File: config.mk
export PLATFORM = sky130hd
export DESIGN_NAME = irsc_back
export DESIGN_NICKNAME = d
export VERILOG_FILES = /design/src/rtl/irsc_pkg.sv /design/src/rtl/irsc_back.sv
export SDC_FILE = /design/constraint.sdc
export NUM_CORES = 1
export LEC_CHECK = 0
export BUFFER_PORTS_ARGS = -buffer_cell sky130_fd_sc_hd__buf_2
export CAP_MARGIN = 20
export CORE_ASPECT_RATIO = 0.6
export CORE_MARGIN = 3
export CORE_UTILIZATION = 50
export DETAILED_ROUTE_END_ITERATION = 6
export GPL_TIMING_DRIVEN = 0
export HOLD_SLACK_MARGIN = 0.08
export PLACE_DENSITY = 0.72
export SYNTH_ARGS = -nofsm -noshare
export SYNTH_HDL_FRONTEND = slang
export SYNTH_SLANG_ARGS = --single-unit
File: constraint.sdc
create_clock -name clk -period 6.3 [get_ports clk]
set_input_delay 0.945 -clock clk [delete_from_list [all_inputs] [get_ports clk]]
set_output_delay 0.945 -clock clk [all_outputs]
set_load 0.05 [all_outputs]
File: src/rtl/irsc_pkg.sv
// shared types and constants of the input recording stream checker
// no dependencies; imported by every module of the block

package irsc_pkg;

  // header layout, byte offsets from the start of the recording
  localparam logic [4:0] HDR_BYTES   = 5'd21;
  localparam logic [4:0] MAGIC_BYTES = 5'd4;
  localparam logic [4:0] VER_POS     = 5'd4;
  localparam logic [4:0] HASH_FIRST  = 5'd5;
  localparam logic [4:0] HASH_LAST   = 5'd12;
  localparam logic [4:0] COUNT_FIRST = 5'd13;
  localparam logic [4:0] COUNT_LAST  = 5'd20;

  // event layout: four delta bytes then the state byte
  localparam logic [2:0] EVT_STATE_POS = 3'd4;

  localparam logic [7:0] VERSION_BYTE = 8'h01;
  localparam logic [7:0] MAGIC [4] = '{8'h54, 8'h42, 8'h53, 8'h49};

  // final status codes
  localparam logic [2:0] ST_OK         = 3'd0;
  localparam logic [2:0] ST_SHORT      = 3'd1;
  localparam logic [2:0] ST_INCOMPLETE = 3'd2;
  localparam logic [2:0] ST_MAGIC      = 3'd3;
  localparam logic [2:0] ST_VERSION    = 3'd4;
  localparam logic [2:0] ST_ROM        = 3'd5;
  localparam logic [2:0] ST_PAST_END   = 3'd6;

  // token kinds handed from the front end to the back end
  localparam logic [2:0] TK_NONE      = 3'd0;
  localparam logic [2:0] TK_BAD_MAGIC = 3'd1;
  localparam logic [2:0] TK_BAD_VER   = 3'd2;
  localparam logic [2:0] TK_HASH      = 3'd3;
  localparam logic [2:0] TK_COUNT     = 3'd4;
  localparam logic [2:0] TK_EVENT     = 3'd5;

  typedef struct packed {
    logic [7:0] data_byte;
    logic       last_byte;
  } in_item_t;

  typedef struct packed {
    logic        event_valid;
    logic [31:0] frame_delta;
    logic [7:0]  controller_state;
    logic        done_res;
    logic [2:0]  status;
    logic [63:0] frame_count;
  } out_item_t;

  typedef struct packed {
    logic [2:0]  kind;
    logic [63:0] value;
    logic [7:0]  data;
    logic        last;
    logic        hdr_short;
    logic        incomplete;
  } token_t;

endpackage

File: src/rtl/irsc_back.sv
// back end: rom hash register, frame count, cumulative position, first error
// and the output register; uses irsc_pkg

module irsc_back (
  input  logic                clk,
  input  logic                rst_n,
  input  logic                cfg_wr_en,
  input  logic [63:0]         cfg_wr_data,
  input  logic                tok_valid,
  input  irsc_pkg::token_t    tok,
  output logic                tok_pop,
  output logic                out_valid,
  input  logic                out_stall,
  output irsc_pkg::out_item_t out_data
);
  import irsc_pkg::*;

  logic [63:0] rom_hash_r;
  logic [63:0] rec_frames_r, rec_frames_nxt;
  logic [63:0] elapsed_r, elapsed_nxt;
  logic [2:0]  pend_err_r, pend_err_nxt;
  logic        out_valid_r, out_valid_nxt;
  out_item_t   out_r, res;
  logic        out_free;
  logic [64:0] pos_sum;
  logic [2:0]  new_err;
  logic        ev_ok;

  assign out_free  = !out_valid_r || !out_stall;
  assign tok_pop   = tok_valid && out_free;
  assign out_valid = out_valid_r;
  assign out_data  = out_r;
  assign pos_sum   = {1'b0, elapsed_r} + 65'(tok.value[31:0]);

  always_comb begin
    rec_frames_nxt = rec_frames_r;
    elapsed_nxt    = elapsed_r;
    new_err        = ST_OK;
    ev_ok          = 1'b0;
    res            = '0;

    case (tok.kind)
      TK_BAD_MAGIC: new_err = ST_MAGIC;
      TK_BAD_VER:   new_err = ST_VERSION;
      TK_HASH: begin
        if (tok.value != rom_hash_r) begin
          new_err = ST_ROM;
        end
      end
      TK_COUNT: rec_frames_nxt = tok.value;
      TK_EVENT: begin
        if (pend_err_r == ST_OK) begin
          if (pos_sum >= {1'b0, rec_frames_r}) begin
            new_err = ST_PAST_END;
          end else begin
            ev_ok       = 1'b1;
            elapsed_nxt = pos_sum[63:0];
          end
        end
      end
      default: new_err = ST_OK;
    endcase

    pend_err_nxt = (pend_err_r == ST_OK) ? new_err : pend_err_r;

    res.event_valid = ev_ok;
    if (ev_ok) begin
      res.frame_delta      = tok.value[31:0];
      res.controller_state = tok.data;
    end
    if (tok.last) begin
      res.done_res = 1'b1;
      if (tok.hdr_short) begin
        res.status = ST_SHORT;
      end else if (tok.incomplete) begin
        res.status = ST_INCOMPLETE;
      end else begin
        res.status = pend_err_nxt;
      end
      res.frame_count = (res.status == ST_OK) ? rec_frames_nxt : '0;
      rec_frames_nxt  = '0;
      elapsed_nxt     = '0;
      pend_err_nxt    = ST_OK;
    end

    out_valid_nxt = out_valid_r;
    if (out_free) begin
      out_valid_nxt = tok_valid && (ev_ok || tok.last);
    end
  end

  always_ff @(posedge clk) begin
    if (!rst_n) begin
      rom_hash_r   <= '0;
      rec_frames_r <= '0;
      elapsed_r    <= '0;
      pend_err_r   <= ST_OK;
      out_valid_r  <= 1'b0;
    end else begin
      if (cfg_wr_en) begin
        rom_hash_r <= cfg_wr_data;
      end
      if (tok_pop) begin
        rec_frames_r <= rec_frames_nxt;
        elapsed_r    <= elapsed_nxt;
        pend_err_r   <= pend_err_nxt;
      end
      out_valid_r <= out_valid_nxt;
    end
  end

  always_ff @(posedge clk) begin
    if (tok_pop) begin
      out_r <= res;
    end
  end

`ifndef SYNTHESIS
  a_result_has_cause: assert property (@(posedge clk) disable iff (!rst_n)
    out_valid_r && !out_r.done_res |-> out_r.event_valid && out_r.status == ST_OK)
    else $error("result without event or end of file");

  a_count_only_ok: assert property (@(posedge clk) disable iff (!rst_n)
    out_valid_r && out_r.status != ST_OK |-> out_r.frame_count == 64'd0)
    else $error("frame count reported with a failing status");

  a_rearm: assert property (@(posedge clk) disable iff (!rst_n)
    tok_pop && tok.last |=> pend_err_r == ST_OK && elapsed_r == 64'd0
      && rec_frames_r == 64'd0)
    else $error("stream state not cleared after last byte");
`endif

endmodule

# == Yosys cells after proc, flatten, opt, wreduce, memory -nomap -nowiden ==
# Cells that the tools add are included.
# word_totals
reg_bits,305
latch_bits,0
ramBits,0
mem_bits_ro,0
word_cells,51
n_memories,0
# op_classes
addsub,1
multipliers,0
div_mod_pow,0
n_lt_le_gt_ge,1
eq_ne,7
shifts,0
mux,19
n_bitwise,0
reduce_logical,12
# ops
operator,n
$mux W64,7
$mux W68,1
$add A64 B32 Y65,1
$ge A65 B64 Y1,1
$ne A64 B64 Y1,1
$mux W3,7
$pmux W3 S4,1
$eq A3 B2 Y1 const B,2
$eq A3 B3 Y1 const B,2
$logic_not A3 Y1,2
$reduce_and A4 Y1,1
$reduce_bool A2 Y1,2
$eq A3 B1 Y1 const B,1
$mux W1,3
$logic_and A1 B1 Y1,2
$logic_not A1 Y1,2
$logic_or A1 B1 Y1,2
$ne A2 B2 Y1 const B,1
$reduce_and A2 Y1,1

# == Logic depth before layout (Yosys ltp) ==
# Gate-level depths: netlist of run 1.
# depth
depth_word,11
ltp_mapped,23
mapped_depth_nobuf,21

# == Worst setup path after synthesis of run 1 ==
# OpenSTA, ideal clock, no wires.
# synth_timing
path_kind,in2reg
start,in tok[11] in the netlist's numbering
end,reg out_r (netlist bit out_data[10]) (data pin)
arrival_ps,5398
required_time_ps,6041
path_slack_ps,643
path_stages,23
path_buffers,2
path_cell_list,ha_1 inv_1 fa_1 nor2b_1 o31a_1 o21ai_4 a211o_1 a41oi_1 o21ai_0 a21oi_1 xor2_1 ha_1 nand4_1 or4_4 or4b_1 o211ai_2 o311ai_4 nand2_4 o311ai_0 nand4b_1 buf_2 buf_2 a21oi_1
# synth_via
elab_chain_cells,10
word_cells_on_any_way,12
cone_classes,1 x add/sub; 1 x order compare; 1 x eq/ne; 7 x mux; 2 x reduce/logical
# synth_rtl
item,line_no,source
"start, declared",irsc_back.sv:10,"input irsc_pkg::token_t tok,"
$add A64 B32 Y65,irsc_back.sv:33,"assign pos_sum = {1'b0, elapsed_r} + 65'(tok.value[31:0]);"
$ge A65 B64 Y1,irsc_back.sv:53,"if (pos_sum >= {1'b0, rec_frames_r}) begin"
$mux W3,irsc_back.sv:53,
$pmux W3 S4 *,irsc_back.sv:42,case (tok.kind)
$mux W3 *,irsc_back.sv:64,pend_err_nxt = (pend_err_r == ST_OK) ? new_err : pend_err_r;
$mux W3 *,irsc_back.sv:75,end else if (tok.incomplete) begin
$mux W3 *,irsc_back.sv:73,if (tok.hdr_short) begin
$mux W3 *,irsc_back.sv:71,if (tok.last) begin
$logic_not A3 Y1 *,irsc_back.sv:80,res.frame_count = (res.status == ST_OK) ? rec_frames_nxt : '0;
$reduce_and A2 Y1 (no line) *,--,
"end signal, assigned",irsc_back.sv:114,out_r <= res;
"end, declared",irsc_back.sv:23,"out_item_t out_r, res;"
# Mark *: on every way between the ends. The rest lies on a longest branch, timed or not. The select of a mux whose other input is x is not followed.
# A chain may end at the register's enable or synchronous reset.

# == Worst setup path after layout of run 1 ==
# layout_timing
start,in tok[40] in the netlist's numbering
end,reg elapsed_r[61]
# layout_via
elab_chain_cells,5
word_cells_on_any_way,8
cone_classes,1 x add/sub; 1 x order compare; 1 x eq/ne; 4 x mux; 1 x reduce/logical
# layout_rtl
item,line_no,source
$add A64 B32 Y65 *,irsc_back.sv:33,
"parallel branches: the longest is 4 deep, another holds $ge A65 B64 Y1",--,
"end signal, assigned",irsc_back.sv:105,elapsed_r <= elapsed_nxt;
"end, declared",irsc_back.sv:20,"logic [63:0] elapsed_r, elapsed_nxt;"
# Mark *: on every way between the ends. The select of a mux whose other input is x is not followed.

==> run metrics, run 1 <==
Die X 241 µm; Finished Layout Cells 2,460; startpoint types primary input; PortBufs 255; Tmin final 6.11 ns; Congestion Overflow GR 0; Initial DRT Pass Iterations 6; Rel. slew slack 23.7%; CTS tree built; Leak Pwr 8.04 nW; Fmax 164 MHz; FF-to-FF End elapsed_r[61]; number of synthesized flops with an enable pin 109; Setup crit end kind flop; Required @ worst endpoint 6.79 ns; multi-input gate area in the final layout 8720 µm²; Max-cap violations 0; Clock transition at path regs 0.07 ns; YS warnings 0; Synth Instances 1,714; antenna violations before repair 6; placed insts 2,389; initial core utilization 51.9%; Worst Slack Setup Final 0.190 ns; vias 14,312; Setup Skew 0.0201 ns; hold path start elapsed_r[12]; Core ar. 31,900 µm²; max layer used met5; met2 wire length 21.7 mm; worst reg2reg path depth 22; Final TNS setup 0 ns; fin nets 2,262; Peak VDD IR 0.000196 V; wire length per cell 21.8 µm; vias per inst 5.82; sequential area share after synthesis 43.5%; Reg2Reg Setup Slack 0.43 ns; final setup fails 0; clock tree root buffer cell clkbuf_16; commonest non-fill, non-tap cells in the layout 264 x buf_2, 201 x nand2_1, 196 x dfxtp_1, 141 x a21oi_1, 133 x nor2b_1; multiplexer share of the synthesized area 3.93%; worst-path maximum fanout 10; Hold Path Stages 1; post-route ant nets 0; layout cell share with drive strength beyond 1 19.0%; gr usage total 29.5%; Vert. Die Dim 147 µm; area share of and/or/nand/nor cells after synthesis 18.1%; Tcrit/Tclk final 97.0%; total CTS buffers 29; critical path class in -> reg; Pins Over Slew Limit 0; combinational family with the most area after synthesis simple AND/OR/NAND/NOR gates; I/O pin cnt 258; clock sink count 305; P&R area growth vs syn 18.7%; Synth async-reset ratio 0%; H-tree depth 1; hold-critical path endpoint elapsed_r[12]; final wirelength 53.6 mm; synthesized area 16,600 µm²; Main synth FF type dfxtp_1; number of global-route vias before repair 13,491; Hold Fails Final Rpt 0; PwrDens 238 nW/µm²; Row Count 50; largest net degree at the start of global routing 66; post-synthesis compound-gate area fraction 16.2%; CTS Hold Bufs 0; first-pass GRT wire length 80.3 mm; Synth Area per Inst 9.66 µm²; post-synthesis cell type count 76; DP Worst Slack -1.07 ns; PnR Total Power 4.68 mW; worst hold path class reg -> reg; number of synthesized register bits 305; 1st-iter DRT viols 1,498; Post-Synth Adder-Cell Area 7.38%; worst skew pair latency 0.56 ns; launch point of the worst reg-to-reg path elapsed_r[29]; met3 WL 5.35 mm; DPL Wire Length 41.2 mm; number of fill cells 2,767; DRC 0; commonest non-fill, non-tap cell in the layout buf_2; wire length on met1 25.6 mm; FF+latch area 7200 µm²; Die Area 35,400 µm²; post-synthesis xor/xnor area fraction 6.56%; WP data arrival 6.60 ns; CTS Buffer Depth 3; Synth Net Count 1,958; status finished, final reports clean; GP Congestion 0.972; Slew @ Worst Pin 1.14 ns
## metal layers
layer	global-route usage (%)	vias up
met3	6.14	68
met1	46.2	6840
met4	6.09	4
met2	41.4	677
met5	0	-
li1	-	6723
## kinds of logic (layout without fill, tap and decap cells)
| kind of cell | Yosys count | in the layout |
|---|---|---|
| xor gates and xnor gates | 124 | 124 |
| and+or+nand+nor | 566 | 566 |
| DFF | 305 | 305 |
| adders and majority gates | 97 | 97 |
| muxes | 65 | 65 |
| other | 0 | 4 |
| AOI/OAI and AO/OA | 386 | 386 |
| buffers and inverters | 171 | 497 |
## per-stage QoR
stage / instance area [µm²] / util (%) / hold WS, ns
3_5_place_dp: 18400 / 57.7 / 0.469
5_1_grt: 19600 / 61.6 / 0.501
2_1_floorplan: 16600 / - / 0.453
6_report: 19600 / 61.6 / 0.489
4_1_cts: 19500 / 61.0 / 0.489
3_3_place_gp: 18400 / 57.5 / 0.466
## final cells by class
class	instances	area share [%]
tap	416	2.65
clock buffer	43	4.60
antenna	4	0.0510
inverter	86	1.66
sequential	305	36.6
buffer	84	2.15
clock inverter	10	0.497
multi-input combinational	1238	44.4
timing repair buffer	274	7.34
## synthesized netlist by cell type (40+ instances only)
| cell | number | area (µm²) |
|---|---|---|
| xnor2_1 | 42 | 368 |
| xor2_1 | 82 | 718 |
| dfxtp_1 | 196 | 3920 |
| clkbuf_1 | 61 | 229 |
| mux2i_1 | 65 | 651 |
| inv_1 | 86 | 323 |
| ha_1 | 96 | 1200 |
| edfxtp_1 | 109 | 3270 |
| a21oi_1 | 142 | 711 |
| nor2_1 | 45 | 169 |
| and2_1 | 42 | 263 |
| nand2_1 | 201 | 754 |
| a22oi_1 | 64 | 480 |
| a22o_1 | 40 | 350 |
| nor2b_1 | 133 | 832 |
## how the worst max path moves through the flow
stage | from | to | cells past startpoint
2_1_floorplan | tok[11] | out_data[10] | 23
3_3_place_gp | out_stall | rec_frames_r[47] | 8
3_5_place_dp | tok[40] | out_data[107] | 21
4_1_cts | tok[40] | elapsed_r[61] | 23
5_1_grt | tok[11] | elapsed_r[61] | 24
6_report | tok[40] | elapsed_r[61] | 23
## state kept, by name (all words and copies together) (netlist names)
name / cells
elapsed_r: 64
rec_frames_r: 64
out_valid: 1
pend_err_r: 3
rom_hash_r: 64
out_data: 109
## critical path, cell delays in order
cell and delay, ns:
buf_2 0.15, ha_1 0.29, buf_2 0.19, and3_2 0.27, nand4_1 0.12, or4_1 0.56, a2111oi_4 0.34, o31a_1 0.25
and3_1 0.27, and3_1 0.24, xor2_1 0.22, ha_1 0.30, a21oi_1 0.12, o21ai_0 0.11, a221oi_1 0.33, a21oi_1 0.19
a211oi_2 0.30, nand2_4 0.14, nor3_4 0.27, clkbuf_4 0.28, buf_2 0.28, o21ai_0 0.19, a31oi_4 0.20
## power by group
part | internal, mW | switching, mW | total, mW
registers | 2.11 | 0.0326 | 2.14
clock network | 1.07 | 0.777 | 1.85
logic | 0.211 | 0.476 | 0.688
total | 3.39 | 1.29 | 4.68
## what timing repair did
action	4_1_cts	5_1_grt
gates cloned	0	0
endpoints found under the setup margin	165	168
resized for setup	6	32
pin swaps	1	5
setup buffers	3	10
Note: power is estimated with default switching activity, not from simulation.
==> run 2, diff against run 1 <==
--- a/config.mk
+++ b/config.mk
@@ -11,7 +11,6 @@
 export CORE_MARGIN = 3
 export CORE_UTILIZATION = 50
 export DETAILED_ROUTE_END_ITERATION = 6
-export GPL_TIMING_DRIVEN = 0
 export HOLD_SLACK_MARGIN = 0.08
 export PLACE_DENSITY = 0.72
 export SYNTH_ARGS = -nofsm -noshare
==> run 2 against run 1 <==
Net effect:
- final area increased by 0.26%
- maximum frequency increased by 2.6%
- clock skew about the same
- power increased by 0.48%
- register-to-register slack improved by 0.06 ns
- highest routed layer unchanged
- hold slack improved by 0.0019 ns
- first-iteration DRC count decreased by 18%
- global-route usage decreased by 1.3 points
- die area unchanged
- non-clock buffer count decreased by 27
- clock power about the same
==> run metrics, run 2 (synthesized netlist as in run 1, its figures left out) <==
max reg flops 109; Cell Area, Placed 18,600 µm²; vias per inst 5.79; Slowest Stage Delay on Critical Path 0.49 ns; CTS tree built; WP data arrival 6.36 ns; cts repair resizes 0; CTS Hold Bufs 0; gr usage total 28.2%; layout cell share with drive strength beyond 1 20.7%; PnR Total Power 4.70 mW; post-route ant nets 0; I/O pin cnt 258; Initial DRT Pass Iterations 6; worst-path maximum fanout 20; Tcrit/Tclk final 94.5%; RSZ-0062 raised after global routing no; P&R area growth vs syn 19.0%; Hold Fails Final Rpt 0; Worst Slack Setup Final 0.346 ns; Row Count 50; Rel. slew slack 38.1%; status finished, final reports clean; H-tree depth 1; clock tree root buffer cell clkbuf_16; Core ar. 31,900 µm²; setup bufs post-CTS 0; Slew @ Worst Pin 0.929 ns; final instance area 19,700 µm²; commonest non-fill, non-tap cell in the layout buf_2; Pins Over Slew Limit 0; DP Worst Slack -0.0803 ns; startpoint types primary input; number of global-route vias before repair 13,562; PwrDens 239 nW/µm²; final setup fails 0; CP Cell Sequence buf_2 -> ha_1 -> inv_1 -> fa_1 -> nor2b_1 -> o31a_1 -> o21ai_4 -> a211o_1 -> a41oi_1 -> nor2_1 -> o21ai_0 -> xor2_1 -> ha_1 -> nand4_1 -> inv_1 -> a221oi_1 -> buf_4 -> o211ai_2 -> o311ai_4 -> nand2_4 -> o311ai_0 -> nand4b_1 -> buf_4 -> a21oi_1; Slowest-stage cell, CP a221oi_1; critical path class in -> reg; vias 14,083; clock sink count 305; Congestion Overflow GR 0; worst hold path class reg -> reg; largest net degree at the start of global routing 88; Max-cap violations 0; Tmin final 5.95 ns; DRC 0; Vert. Die Dim 147 µm; GP Congestion 0.978; CTS Buffer Depth 3; DPL Wire Length 37.5 mm; final wirelength 51.1 mm; worst skew pair latency 0.57 ns; wire length per cell 21.0 µm; first-pass GRT wire length 78.0 mm; Peak VDD IR 0.000194 V; antenna violations before repair 7; number of fill cells 2,728; fin nets 2,235; post-route core utilization 61.7%; initial core utilization 51.9%; PortBufs 257; total CTS buffers 29; 1st-iter DRT viols 1,229; Clock transition at path regs 0.06 ns; Die Area 35,400 µm²; Final TNS setup 0 ns; Setup crit end kind flop; commonest non-fill, non-tap cells in the layout 258 x buf_2, 201 x nand2_1, 196 x dfxtp_1, 142 x a21oi_1, 133 x nor2b_1; Required @ worst endpoint 6.70 ns; Setup Skew 0.0199 ns; Fmax 168 MHz; Die X 241 µm; Leak Pwr 8.13 nW
==> run 2: changes by cell type in the layout (fill, tap and decap cells not counted), sizes merged <==
cell | before | now
clkbuf | 108 | 43
buf | 293 | 331
clkinv | 8 | 6
clkinvlp | 0 | 2
diode | 4 | 2
==> run 2: layout make-up <==
cell class              count  area [µm²]  area share (%)
multi-input cells        1238        8670            44.0
inverters                  86         325            1.65
well taps                 416         520            2.64
clock inverters            10         113           0.572
diodes                      2        5.00          0.0254
flip-flops and latches    305        7200            36.5
repair buffers            331        1950            9.89
clock buffers              43         913            4.64
==> run 2: path summary, 6_finish.rpt <==
path | start | end | slack (ns) | cells past startpoint
hold / removal | elapsed_r[25] | elapsed_r[25] | 0.49 | 1
setup reg to reg | elapsed_r[0] | out_data[32] | 0.49 | 23
setup / recovery | tok[11] | out_data[32] | 0.35 | 24
hold reg to reg | elapsed_r[25] | elapsed_r[25] | 0.49 | 1
==> run 2: stage by stage <==
stage	std cells	hold slack [ns]
6_report	2431	0.491
4_1_cts	2426	0.490
2_1_floorplan	1714	0.453
3_3_place_gp	2373	0.466
5_1_grt	2431	0.506
3_5_place_dp	2373	0.471
==> run 2: where the power goes <==
| part | internal [mW] | switching, mW | leakage [nW] |
|---|---|---|---|
| sequential | 2.11 | 0.0351 | 2.70 |
| combinational | 0.215 | 0.464 | 4.93 |
| clock | 1.09 | 0.789 | 0.501 |
==> run 2: critical path, delay by kind of cell <==
kind | cells | cell delay [ns]
compound gates | 10 | 2.67
fa+ha+maj | 3 | 0.86
simple gates | 5 | 0.89
buf+inv | 5 | 0.76
xor+xnor | 1 | 0.21
==> run 2: metal layers <==
layer | share of wire (%) | GRT usage, % | up-vias
met4 | 2.3 | 6.26 | 10
met2 | 40 | 40.3 | 619
met1 | 46 | 41.2 | 6740
li1 | - | - | 6637
met3 | 11 | 9.44 | 77
met5 | 0.096 | 0 | -
==> run 3, diff against run 2 <==
--- a/config.mk
+++ b/config.mk
@@ -10,9 +10,11 @@
 export CORE_ASPECT_RATIO = 0.6
 export CORE_MARGIN = 3
 export CORE_UTILIZATION = 50
+export CTS_CLUSTER_DIAMETER = 30
 export DETAILED_ROUTE_END_ITERATION = 6
 export HOLD_SLACK_MARGIN = 0.08
-export PLACE_DENSITY = 0.72
+export PLACE_DENSITY = 0.74
+export SETUP_SLACK_MARGIN = 0.2
 export SYNTH_ARGS = -nofsm -noshare
 export SYNTH_HDL_FRONTEND = slang
 export SYNTH_SLANG_ARGS = --single-unit
==> constraint.sdc (replaced) <==
create_clock -name clk -period 5.2 [get_ports clk]
set_input_delay 0.78 -clock clk [delete_from_list [all_inputs] [get_ports clk]]
set_output_delay 0.78 -clock clk [all_outputs]
set_load 0.05 [all_outputs]
==> run 3 against run 2 <==
Net effect:
- the run now ends with negative setup slack left
- critical path depth unchanged
- critical endpoint is now out_data[52]
- utilization up 10 points
- critical path type unchanged
- global-route usage up 3.3 points
==> run metrics, run 3 (synthesized netlist as in run 1, its figures left out) <==
status complete, but fails checks; violations in the final reports negative setup slack; hold-critical path endpoint out_valid; CTS Buffer Depth 3; final setup fails 172; gr usage total 31.5%; hold path start out_valid; Clock transition at path regs 0.06 ns; largest net degree at the start of global routing 86; Peak VDD IR 0.000268 V; launch point of the worst reg-to-reg path elapsed_r[0]; Seq pwr share 39.5%; Hold Path Stages 2; Hold Worst Slack 0.483 ns; wire length per cell 22.8 µm; Fmax 184 MHz; first-pass GRT wire length 86.0 mm; initial core utilization 51.9%; number of global-route vias before repair 14,635; Row Count 50; total CTS buffers 44; Max-cap violations 0; max reg flops 109; Required @ worst endpoint 5.50 ns; 1st-iter DRT viols 1,912; final wirelength 60.5 mm; switching power total 1.90 mW; post-route core utilization 71.9%; layout cell share with drive strength beyond 1 35.5%; P&R area growth vs syn 38.6%; Setup Skew 0.0163 ns; clock sink count 305; Rel. slew slack 32.7%; WP data arrival 5.73 ns; Tcrit/Tclk final 105%; final instance area 22,900 µm²; Cell Area, Placed 19,900 µm²; vias per inst 5.92; Slew @ Worst Pin 1.01 ns; clock tree root buffer cell clkbuf_16; post-route ant nets 0; antenna violations before repair 12; Final TNS setup -27.44 ns; commonest non-fill, non-tap cells in the layout 255 x buf_2, 225 x buf_4, 200 x nand2_1, 193 x dfxtp_1, 132 x nor2b_1; PnR Total Power 6.58 mW; GP Congestion 0.983; Hold Fails Final Rpt 0; FF-to-FF End out_data[52]; commonest non-fill, non-tap cell in the layout buf_2; Core ar. 31,900 µm²; CTS tree built; Worst Slack Setup Final -0.235 ns; worst skew pair latency 0.55 ns; Die Area 35,400 µm²; fin nets 2,445; CTS Hold Bufs 0; Clk pwr share 45.0%; P_int 4.69 mW; vias 15,734; worst hold path class reg -> reg; Combinational Power Share 15.5%; DPL Wire Length 40.3 mm; I/O pin cnt 258; worst reg2reg path depth 25; Setup crit end kind flop; worst-path maximum fanout 5; Die X 241 µm; RSZ-0062 raised after global routing yes; Tmin final 5.43 ns; Initial DRT Pass Iterations 5; Leak Pwr 9.62 nW; Pins Over Slew Limit 0; PortBufs 257; startpoint types primary input; critical path class in -> reg; PwrDens 287 nW/µm²; Congestion Overflow GR 0; DRC 0; Vert. Die Dim 147 µm; Reg2Reg Setup Slack -0.23 ns; switching share of total power 28.8%; H-tree depth 2
run 3: worst max-delay path, stage by stage:
cell	delay, ns
buf_4	0.13
ha_4	0.26
and3_4	0.21
nand3_4	0.08
or3b_4	0.41
a211o_1	0.33
a41oi_2	0.26
buf_4	0.19
o21ai_4	0.06
a21oi_2	0.20
xor2_2	0.12
ha_1	0.30
nand4_1	0.12
or4_4	0.56
or4b_4	0.58
o211ai_4	0.12
o311ai_4	0.13
nand2_4	0.13
o311ai_2	0.09
nand4b_1	0.12
buf_6	0.15
buf_12	0.15
clkbuf_16	0.18
a21oi_2	0.04
run 3: area by class of cell:
type,instances,area [µm²]
Multi-Input combinational cell,1238,9460
Fill cell,2337,8970
Sequential cell,305,7200
Timing Repair Buffer,526,3950
Clock buffer,50,1210
Tap cell,416,520
Inverter,86,325
Clock inverter,30,256
Antenna cell,6,15.0
run 3: worst max-delay path by stage:
| stage | start | endpoint | cells past startpoint | slack (ns) |
|---|---|---|---|---|
| 3_5_place_dp | tok[17] | out_data[37] | 21 | -0.84 |
| 3_3_place_gp | tok[11] | out_data[23] | 25 | -0.69 |
| 5_1_grt | elapsed_r[0] | elapsed_r[39] | 25 | -0.31 |
| 6_report | tok[27] | out_data[52] | 24 | -0.23 |
| 2_1_floorplan | tok[26] | out_data[10] | 22 | 0.005 |
| 4_1_cts | elapsed_r[0] | out_data[28] | 25 | -0.06 |
run 3: stage by stage:
step                      worst slack [ns]  instances
after floorplan                    0.00454       1714
after global placement              -0.694       2521
after detailed placement            -0.835       2521
after CTS                          -0.0650       2631
after global routing                -0.313       2656
final                               -0.235       2657
run 3: what timing repair did:
| action | CTS | global route |
|---|---|---|
| buffers inserted | 18 | 11 |
| resized for setup | 75 | 118 |
| setup endpoints to repair | 173 | 174 |
| pin swaps | 38 | 66 |
| gates cloned | 12 | 8 |
run 3: metal layers:
layer / up-vias / track usage (%) / part of all wire, %
met1: 7606 / 46.3 / 44
met2: 881 / 44.5 / 42
met3: 142 / 9.32 / 12
li1: 7093 / - / -
met4: 12 / 9.76 / 2.7
met5: - / 0 / 0.11
run 3: power by group through the flow:
stage | combinational [mW] | sequential, mW | clock (mW)
global route | 1.07 | 2.60 | 3.10
floorplan | 0.347 | 2.80 | 0
CTS | 0.943 | 2.60 | 2.97
detailed placement | 0.863 | 2.65 | 0
finish | 1.02 | 2.60 | 2.96
global placement | 0.851 | 2.65 | 0
